`src/hw/rtl/dq_pkg.sv`:
```
// Shared types and constants for the double-ended queue.
package dq_pkg;

  localparam int DATA_W      = 32;
  localparam int CMD_W       = 3;
  localparam int STATUS_W    = 2;
  localparam int MAX_RESULTS = 32;
  localparam int RUN_W       = $clog2(MAX_RESULTS);
  localparam int TDATA_W     = ((DATA_W + STATUS_W + 7) / 8) * 8;
  localparam int PAD_W       = TDATA_W - DATA_W - STATUS_W;

  typedef enum logic [CMD_W-1:0] {
    CMD_PUSH_FRONT = 3'd0,
    CMD_PUSH_BACK  = 3'd1,
    CMD_POP_FRONT  = 3'd2,
    CMD_POP_BACK   = 3'd3,
    CMD_PEEK_FRONT = 3'd4,
    CMD_PEEK_BACK  = 3'd5,
    CMD_LIST       = 3'd6
  } cmd_t;

  typedef enum logic [STATUS_W-1:0] {
    ST_OK    = 2'd0,
    ST_EMPTY = 2'd1,
    ST_FULL  = 2'd2
  } status_t;

endpackage

```
`src/hw/rtl/dq_ram.sv`:
```
// Ring store of queue entries with one write port and one registered read port.
module dq_ram #(
  parameter int DEPTH = 64,
  localparam int AW = $clog2(DEPTH)
) (
  input  logic                      clk,
  input  logic                      we,
  input  logic [AW-1:0]             waddr,
  input  logic [dq_pkg::DATA_W-1:0] wdata,
  input  logic                      re,
  input  logic [AW-1:0]             raddr,
  output logic [dq_pkg::DATA_W-1:0] rdata
);
  import dq_pkg::*;

  logic [DATA_W-1:0] mem [DEPTH];

  always_ff @(posedge clk) begin
    if (we) begin
      mem[waddr] <= wdata;
    end
    if (re) begin
      rdata <= mem[raddr];
    end
  end

endmodule

```
`src/hw/rtl/dq_index.sv`:
```
// Shared ring index unit: adds an offset to the head index modulo the depth.
module dq_index #(
  parameter int DEPTH = 64,
  localparam int AW = $clog2(DEPTH)
) (
  input  logic [AW-1:0] base,
  input  logic [AW-1:0] offset,
  output logic [AW-1:0] slot
);
  import dq_pkg::*;

  localparam logic [AW:0] DEPTH_W = (AW + 1)'(DEPTH);

  logic [AW:0] sum;

  always_comb begin
    sum = {1'b0, base} + {1'b0, offset};
    if (sum >= DEPTH_W) begin
      slot = AW'(sum - DEPTH_W);
    end else begin
      slot = sum[AW-1:0];
    end
  end

endmodule

```
`src/hw/rtl/double_ended_queue_core.sv`:
```
// Top level of the double-ended queue: command sequencer, output register and ring store.
//
// Usage: each request enters on the s_ channel (s_tuser carries the command, s_tdata the
// value to push) and is accepted when s_tvalid and s_tready are both high. Every request
// gives at least one result on the m_ channel; m_tdata carries the value and the status,
// and m_tlast marks the final result of a request. A push to a full queue is dropped with
// status full; a pop, peek or listing on an empty queue gives one result with status empty.
// The listing request walks from the back toward the front and returns every second entry,
// at most 32 results.
// Timing: the block takes one request at a time. A push or an unused command ends in the
// execute state; a pop or peek on a non-empty queue goes on to the read state, and a listing
// passes through both states once per result. The read state comes from the single read port
// of the ring store, whose read is registered, and all addresses go through the one index adder.
// A result waits in the output register while the receiver stalls, and the walk pauses
// until it is taken. Reset empties the queue at once; the store needs no clearing pass.
module double_ended_queue_core #(
  parameter int DEPTH = 64
) (
  input  logic                       clk,
  input  logic                       rst,
  input  logic                       s_tvalid,
  output logic                       s_tready,
  input  logic [dq_pkg::DATA_W-1:0]  s_tdata,   // push_value [31:0]
  input  logic [dq_pkg::CMD_W-1:0]   s_tuser,   // cmd [2:0]
  output logic                       m_tvalid,
  input  logic                       m_tready,
  output logic [dq_pkg::TDATA_W-1:0] m_tdata,   // data_out [31:0], status [33:32], zeros
  output logic                       m_tlast
);
  import dq_pkg::*;

  localparam int AW = $clog2(DEPTH);
  localparam int CW = $clog2(DEPTH + 1);

  typedef enum logic [1:0] {
    S_IDLE,
    S_EXEC,
    S_READ
  } state_t;

  state_t                   state;
  cmd_t                     cmd_q;
  logic signed [DATA_W-1:0] val_q;
  logic [AW-1:0]            head;
  logic [CW-1:0]            count;
  logic [CW-1:0]            rem;
  logic [RUN_W-1:0]         runs;
  logic [DATA_W-1:0]        out_data;
  status_t                  out_status;
  logic                     out_last;

  logic              out_free;
  logic              is_empty;
  logic              is_full;
  logic              is_push;
  logic              is_read;
  logic              list_done;
  logic [AW-1:0]     offset;
  logic [AW-1:0]     slot;
  logic              ram_we;
  logic              ram_re;
  logic [DATA_W-1:0] rdata;

  assign out_free  = !m_tvalid || m_tready;
  assign is_empty  = (count == '0);
  assign is_full   = (count == CW'(DEPTH));
  assign is_push   = (cmd_q == CMD_PUSH_FRONT) || (cmd_q == CMD_PUSH_BACK);
  assign is_read   = (cmd_q == CMD_POP_FRONT) || (cmd_q == CMD_POP_BACK) ||
                     (cmd_q == CMD_PEEK_FRONT) || (cmd_q == CMD_PEEK_BACK) ||
                     (cmd_q == CMD_LIST);
  assign list_done = (rem < CW'(2)) || (runs == RUN_W'(MAX_RESULTS - 1));

  always_comb begin
    offset = '0;
    unique case (state)
      S_IDLE: offset = '0;
      S_EXEC: begin
        unique case (cmd_q)
          CMD_PUSH_FRONT: offset = AW'(DEPTH - 1);
          CMD_PUSH_BACK:  offset = count[AW-1:0];
          CMD_POP_FRONT,
          CMD_PEEK_FRONT: offset = '0;
          CMD_POP_BACK,
          CMD_PEEK_BACK:  offset = AW'(count - CW'(1));
          CMD_LIST:       offset = rem[AW-1:0];
          default:        offset = '0;
        endcase
      end
      S_READ: offset = AW'(1);
      default: offset = '0;
    endcase
  end

  dq_index #(.DEPTH(DEPTH)) u_index (
    .base   (head),
    .offset (offset),
    .slot   (slot)
  );

  assign ram_we = (state == S_EXEC) && out_free && is_push && !is_full;
  assign ram_re = (state == S_EXEC) && is_read && !is_empty;

  dq_ram #(.DEPTH(DEPTH)) u_ram (
    .clk   (clk),
    .we    (ram_we),
    .waddr (slot),
    .wdata (val_q),
    .re    (ram_re),
    .raddr (slot),
    .rdata (rdata)
  );

  assign s_tready = (state == S_IDLE) && !rst;
  assign m_tdata  = {PAD_W'(0), out_status, out_data};
  assign m_tlast  = out_last;

  always_ff @(posedge clk) begin
    if (rst) begin
      state    <= S_IDLE;
      head     <= '0;
      count    <= '0;
      m_tvalid <= 1'b0;
    end else begin
      if (m_tvalid && m_tready) begin
        m_tvalid <= 1'b0;
      end
      unique case (state)
        S_IDLE: begin
          if (s_tvalid) begin
            cmd_q <= cmd_t'(s_tuser);
            val_q <= s_tdata;
            rem   <= count - CW'(1);
            runs  <= '0;
            state <= S_EXEC;
          end
        end
        S_EXEC: begin
          if (is_push) begin
            if (out_free) begin
              out_data   <= '0;
              out_last   <= 1'b1;
              m_tvalid   <= 1'b1;
              state      <= S_IDLE;
              if (is_full) begin
                out_status <= ST_FULL;
              end else begin
                out_status <= ST_OK;
                count      <= count + CW'(1);
                if (cmd_q == CMD_PUSH_FRONT) begin
                  head <= slot;
                end
              end
            end
          end else if (is_read) begin
            if (!is_empty) begin
              state <= S_READ;
            end else if (out_free) begin
              out_data   <= '0;
              out_status <= ST_EMPTY;
              out_last   <= 1'b1;
              m_tvalid   <= 1'b1;
              state      <= S_IDLE;
            end
          end else if (out_free) begin
            out_data   <= '0;
            out_status <= ST_OK;
            out_last   <= 1'b1;
            m_tvalid   <= 1'b1;
            state      <= S_IDLE;
          end
        end
        S_READ: begin
          if (out_free) begin
            out_data   <= rdata;
            out_status <= ST_OK;
            out_last   <= (cmd_q != CMD_LIST) || list_done;
            m_tvalid   <= 1'b1;
            state      <= S_IDLE;
            if (cmd_q == CMD_POP_FRONT) begin
              head  <= slot;
              count <= count - CW'(1);
            end else if (cmd_q == CMD_POP_BACK) begin
              count <= count - CW'(1);
            end else if ((cmd_q == CMD_LIST) && !list_done) begin
              rem   <= rem - CW'(2);
              runs  <= runs + RUN_W'(1);
              state <= S_EXEC;
            end
          end
        end
        default: state <= S_IDLE;
      endcase
    end
  end

endmodule

```
`config.mk`:
```
export PLATFORM = sky130hd
export DESIGN_NAME = double_ended_queue_core
export DESIGN_NICKNAME = d
export VERILOG_FILES = /design/src/hw/rtl/dq_pkg.sv /design/src/hw/rtl/dq_ram.sv /design/src/hw/rtl/dq_index.sv /design/src/hw/rtl/double_ended_queue_core.sv
export SDC_FILE = /design/constraint.sdc
export NUM_CORES = 2
export LEC_CHECK = 0
export BUFFER_PORTS_ARGS = -buffer_cell sky130_fd_sc_hd__buf_4
export CAP_MARGIN = 0
export CORE_ASPECT_RATIO = 1.25
export CORE_MARGIN = 8
export CORE_UTILIZATION = 25
export CTS_CLUSTER_DIAMETER = 60
export DETAILED_ROUTE_END_ITERATION = 10
export PLACE_DENSITY = 0.5
export SYNTH_ARGS = -nofsm -noshare
export SYNTH_HDL_FRONTEND = slang
export SYNTH_SLANG_ARGS = --single-unit
```
`constraint.sdc`:
```
create_clock -name clk -period 6.6 [get_ports clk]
set_input_delay 1.32 -clock clk [delete_from_list [all_inputs] [get_ports clk]]
set_output_delay 1.32 -clock clk [all_outputs]
set_load 0.05 [all_outputs]
```
======== Word level (Yosys, flattened, before mapping) ========
Memory sizes are Yosys's and may differ from the RTL's. A register that Yosys moved wholly into a read port is not among the register bits.
Cells that the tools add are included.
Widths: inputs -> output; s select.
operators by class
  multipliers ............................. 0
  reduce and logical (&&, ||, !) cells .... 34
  equal/unequal tests ..................... 25
  shifts and indexed selects .............. 0
  divide/modulo/power cells ............... 0
  $add $sub $neg .......................... 6
  $lt $le $gt $ge ......................... 2
  muxes and demuxes ....................... 67
  bitwise gates (word level) .............. 1
operators with widths
  operator             count
  $mux 32              5
  $mux 7               11
  $pmux 32 s2          1
  $mux 6               7
  $pmux 7 s2           2
  $mux 2               13
  $mux 5               5
  $pmux 6 s2           2
  $pmux 6 s4           1
  $ne 2x2->1 const B   9
  $mux 1               15
  $reduce_and 7->1     2
  $pmux 5 s2           1
  $eq 3x3->1 const B   3
  $ne 3x3->1 const B   3
  $logic_and 1x1->1    8
  $logic_or 1x1->1     8
  $ne 4x4->1 const B   2
  $add 6x6->7          1
  $add 7x1->7 const B  1
  $eq 7x7->1 const B   1
  $ge 7x7->1 const B   1
  $logic_not 7->1      1
  $lt 7x2->1 const B   1
  other kinds (24)     31
word-level totals
  logic and storage cells ................. 147
  bits in writable memories ............... 2048
  memories ................................ 1
  flip-flop bits (word level) ............. 98
  bits in read-only memories .............. 0
  output and inout port bits .............. 43
  bits in latches ......................... 0
memories
  memory     words  width  read ports  clocked after Yosys merged registers in  write ports  line          source
  u_ram.mem  64     32     1           1                                        1            dq_ram.sv:16  logic [DATA_W-1:0] mem [DEPTH];

======== Logic depth before layout (Yosys ltp) ========
  depth in word-level cells ............... 12
  gate-level depth with buffers ........... 21
  depth with buffers taken out ............ 16

======== By module ========
Synthesis repeated with hierarchy kept, for this count alone.
second synthesis, totals
  cells, all modules ...................... 3917
  area total of the unflattened synthesis .. 84144.5 µm²
by module, submodules not included
  module                   seq. area each (µm²)  cells each  times used  area each (µm²)
  dq_ram                   62459.9               3511        1           79359.9
  double_ended_queue_core  2782.7                387         1           4598.2
  dq_index                 0.0                   19          1           186.4

======== Worst setup path before layout ========
No wires, ideal clock.
  kind .................................... register to register
  from .................................... reg state[0]
  to ...................................... mem u_ram.mem[10][0] (enable)
  required time ........................... 6.179 ns
  slack ................................... 1.113 ns
  arrival ................................. 5.066 ns
  period minus slack after synthesis ...... 5.487 ns
  cell stages (with the launch flop) ...... 20
  buffers on the path ..................... 8
  path through ............................ dfxtp_1 > inv_1 > ha_1 > clkbuf_1 > clkbuf_1 > clkbuf_1 > nand2_1 > o21ai_0 > ha_1 > inv_1 > fa_1 > xnor2_2 > buf_4 > buf_4 > buf_4 > buf_2 > buf_2 > nor3_1 > nand2_1 > nor2_1
between the ends
  longest elaborated chain between the ends .. 6
  elaborated cells between the ends (all ways) .. 12
  those cells by class .................... 2 x add/sub; 1 x order compare; 2 x eq/ne; 4 x mux; 3 x reduce/logical
ends and longest elaborated chain
  item                                                                 line                            source
  start, declared                                                      double_ended_queue_core.sv:41   state_t state;
  start signal, assigned                                               double_ended_queue_core.sv:119  state <= S_IDLE;
  start signal, assigned                                               double_ended_queue_core.sv:134  state <= S_EXEC;
  start signal, assigned                                               double_ended_queue_core.sv:143  state <= S_IDLE;
  parallel branches: the longest is 6 deep, another holds $add 6x6->7  --
  end, declared                                                        dq_ram.sv:16
Several ways; the timed one is not identified.

======== Worst setup path after layout ========
  from .................................... reg cmd_q[1]
  to ...................................... reg u_ram.rdata[8] (netlist name) (read register of u_ram.mem), data pin
between the ends
  longest elaborated chain between the ends .. 7
  elaborated cells between the ends (all ways) .. 20
  those cells by class .................... 2 x add/sub; 1 x order compare; 6 x eq/ne; 3 x mux; 8 x reduce/logical
ends and longest elaborated chain
  item                                                 line                                                          source
  start, declared                                      double_ended_queue_core.sv:42                                 cmd_t cmd_q;
  start signal, assigned                               double_ended_queue_core.sv:130                                cmd_q <= cmd_t'(s_tuser);
  $eq 3x3->1, or another cell as far along             double_ended_queue_core.sv:69, double_ended_queue_core.sv:78
  $reduce_or 2->1 or $logic_or 1x1->1 (tied branches)  double_ended_queue_core.sv:78, double_ended_queue_core.sv:68
  $pmux 6 s4 or $logic_or 1x1->1 (tied branches)       double_ended_queue_core.sv:78, double_ended_queue_core.sv:68
  $pmux 6 s2 or $logic_or 1x1->1 (tied branches)       double_ended_queue_core.sv:75, double_ended_queue_core.sv:69
  $add 6x6->7 or $logic_or 1x1->1 (tied branches)      dq_index.sv:17, double_ended_queue_core.sv:69
  $sub 6x1->6, or another cell as far along            dq_index.sv:19                                                slot = AW'(sum - DEPTH_W);
  $mux 6 or $logic_and 1x1->1 (tied branches)          dq_index.sv:18, double_ended_queue_core.sv:101
  end, declared                                        dq_ram.sv:12                                                  output logic [dq_pkg::DATA_W-1:0] rdata
Several ways; a longest one is shown, not always the timed one.
A chain may end at the register's enable or synchronous reset.

==> results.sh <==
export IMPL_p_leak_nw=31.4
export IMPL_maxCapViolCount=0
export IMPL_synth_area_per_cell_um2=15.9
export IMPL_cp_top_family="compound AO/OA/AOI/OAI gates"
export IMPL_hpwl_mm=173
export IMPL_crit_type="reg2reg"
export IMPL_final_cell_mix="2162 x edfxtp_1, 678 x nand2_1, 285 x buf_4"
export IMPL_grt_total_usage=0.165
export IMPL_clkPwrFrac=0.418
export IMPL_drt_pass1_iterations=6
export IMPL_path_max_fanout=41
export IMPL_ys_types=86
export IMPL_ys_warn_count=0
export IMPL_h_tree_depth=4
export IMPL_r2r_start="cmd_q[1]"
export IMPL_via_per_inst=5.14
export IMPL_synth_top_flop_cell="edfxtp_1"
export IMPL_end_kind="register"
export IMPL_setup_violations=0
export IMPL_first_iter_violations=6646
export IMPL_final_common_cell="edfxtp_1"
export IMPL_start_kind="register"
export IMPL_grt_pass1_vias=51500
export IMPL_start_util=0.251
export IMPL_cp_arrival_ns=7.01
export IMPL_io_buffers=75
export IMPL_startpoint="cmd_q[1]"
export IMPL_overflow=0
export IMPL_fin_ws_ns=0.168
export IMPL_area_growth_pct=17.7
export IMPL_worstMarginPinSlew_ns=1.19
export IMPL_power_density_mw_per_mm2=284
export IMPL_cts_tree="yes"
export IMPL_worstHoldPathCells=2
export IMPL_ys_ff_latch=2178
export IMPL_slew_viol_final=0
export IMPL_max_stage_delay_ns=0.89
export IMPL_endpoint="u_ram.rdata[8]"
export IMPL_ant_nets=0
export IMPL_core_region_area_mm2=0.342
export IMPL_critical_path_required_ns=7.17
export IMPL_num_vias=52800
export IMPL_p_sw_mw=6.42
export IMPL_antenna_found_initial=12
export IMPL_die_w_um=540
export IMPL_cts_buffers_inserted=224
export IMPL_remaining_drc_errors=0
export IMPL_wl_per_cell_um=30.5
export IMPL_post_cts_buffers=0
export IMPL_switching_share=0.224
export IMPL_synthCells=5408
export IMPL_rows=240
export IMPL_dieArea_mm2=0.362
export IMPL_fin_setup_tns_ns=0
export IMPL_synth_edff_count=2162
export IMPL_finalHoldViolations=0
export IMPL_gp_congestion=0.799
export IMPL_drive_above_1_share=0.159
export IMPL_critPathBufInv=3
export IMPL_rr_worst_depth=16
export IMPL_grt_max_degree=119
export IMPL_crit_top_cell="buf_12"
export IMPL_crit_cells=16
export IMPL_clock_latency_ns=0.89
export IMPL_r2r_end="u_ram.rdata[8]"
export IMPL_dpl_worst_slack_ns=0.242
export IMPL_r2r_slack_ns=0.17
export IMPL_ys_async_sr_fraction=0
export IMPL_cts_hold_buf=0
export IMPL_min_period_over_period=0.975
export IMPL_hold_class="reg2reg"
export IMPL_clockBufferDepth=4
export IMPL_min_period_ns=6.43
export IMPL_finClkSkew_ns=0.0532
export IMPL_cts_resized_gates=0
export IMPL_seqPwrFrac=0.533
export IMPL_irDropWorstVdd_v=0.000233
export IMPL_p_int_mw=22.2
export IMPL_crit_chain="nor2b_1, a32oi_1, o31a_1, o21ai_0, ha_4, inv_1, fa_4, xnor2_4, buf_12, buf_12, mux2_2, a221o_1, a221oi_1, a311oi_1, a31oi_1, o221ai_1"
export IMPL_yosysSeqAreaShare=0.761
export IMPL_critPathSlowestCell="a31oi_1"
export IMPL_pwr_share_comb=0.049
export IMPL_totalWireLength_mm=313
export IMPL_max_slew_margin_rel=0.201
export IMPL_die_h_um=671
export IMPL_grt_pass1_wl_mm=427
export IMPL_nets=5674
export IMPL_cts_root_buffer="clkbuf_16"
export IMPL_clkSlewWorstSetupHoldPaths_ns=0.06
export IMPL_rsz0062_at_grt="no"
export IMPL_netlist_area_mm2=0.0857
export IMPL_status="completed"
export IMPL_io_pins=82
export IMPL_fmax_mhz=155
export IMPL_cts_sinks=2178
## power groups by stage
stage	clock (mW)	sequential, mW	combinational, mW
finish	12.0	15.3	1.41
global route	12.6	15.2	1.46
CTS	12.2	15.3	1.41
detailed placement	0	15.5	1.41
global placement	0	15.5	1.40
floorplan	0	15.7	0.611
## tightest hold or removal path: stages, from the launching register on
cell,delay (ns)
dfxtp_1,0.33
mux2i_1,0.07
nor2_1,0.07
## cells by family (layout without fill, tap and decap cells)
family / count (synthesis) / after routing / share of synthesized area
other cells: 1 / 15 / 0.0000437
fa+ha+maj: 15 / 15 / 0.00228
mux: 375 / 375 / 0.0582
buf+inv: 416 / 787 / 0.0225
compound gates: 1049 / 1049 / 0.0830
xor+xnor: 19 / 19 / 0.00212
flops: 2178 / 2178 / 0.761
simple gates: 1355 / 1355 / 0.0709
## sequential cells by signal, summed over array words and instances (netlist names), 2 cells and up
| register | cells |
|---|---|
| out_data | 32 |
| count | 7 |
| u_ram.rdata | 32 |
| u_ram.mem | 2048 |
| state | 2 |
| runs | 5 |
| val_q | 32 |
| head | 6 |
| rem | 7 |
| out_status | 2 |
| cmd_q | 3 |
## cell type report
type | count | area [um^2]
antenna | 9 | 22.5
clock buffer | 277 | 5850
clock inverter | 113 | 798
fill | 33700 | 241000
inverter | 16 | 72.6
multi-input combinational | 2819 | 19200
sequential | 2178 | 65200
tap | 4477 | 5600
timing repair buffer | 381 | 4060
## Yosys cell counts (27+ instances only)
| library cell | instances | area, um^2 |
|---|---|---|
| a22oi_1 | 27 | 203 |
| mux2_2 | 36 | 405 |
| and3_1 | 80 | 500 |
| o22ai_1 | 68 | 425 |
| mux2i_1 | 244 | 2440 |
| buf_2 | 195 | 976 |
| buf_1 | 36 | 135 |
| a221oi_1 | 73 | 639 |
| a21oi_1 | 262 | 1310 |
| mux4_2 | 95 | 2140 |
| o21ai_0 | 139 | 696 |
| nand3_1 | 262 | 1310 |
| nor2_1 | 156 | 586 |
| a211oi_1 | 28 | 210 |
| o211ai_1 | 29 | 218 |
| o221ai_1 | 27 | 236 |
| clkbuf_1 | 136 | 510 |
| buf_4 | 32 | 240 |
| edfxtp_1 | 2162 | 64900 |
| a311oi_1 | 49 | 429 |
| nor3_1 | 43 | 215 |
| a32oi_1 | 42 | 368 |
| and2_1 | 39 | 244 |
| a31oi_1 | 144 | 901 |
| nand2_1 | 680 | 2550 |
## per-stage QoR
stage / util / instance area [um^2] / power [mW] / hold slack (ns) / std cells
after floorplan: - / 85800 / 16.3 / 0.467 / 5413
after global placement: 0.276 / 94200 / 16.9 / 0.483 / 9871
after detailed placement: 0.276 / 94200 / 17.0 / 0.493 / 9871
after CTS: 0.295 / 101000 / 28.8 / 0.508 / 10300
after global routing: 0.295 / 101000 / 29.3 / 0.538 / 10300
final: 0.295 / 101000 / 28.6 / 0.505 / 10300
## worst min path at each step
| stage | from | slack [ns] | to |
|---|---|---|---|
| after floorplan | head[0] | 0.47 | head[0] |
| after global placement | head[4] | 0.48 | head[4] |
| after detailed placement | head[4] | 0.49 | head[4] |
| after CTS | head[4] | 0.51 | head[4] |
| after global routing | head[2] | 0.54 | head[2] |
| final | head[4] | 0.51 | head[4] |
## per-layer routing
metal,up-vias,GRT usage,wire [um]
met5,-,0,40
met4,6,0.0796,17100
met3,606,0.0247,21800
met2,2572,0.279,151000
met1,27800,0.206,123000
li1,21800,-,-
No activity file was read; power rests on OpenSTA's default activity.
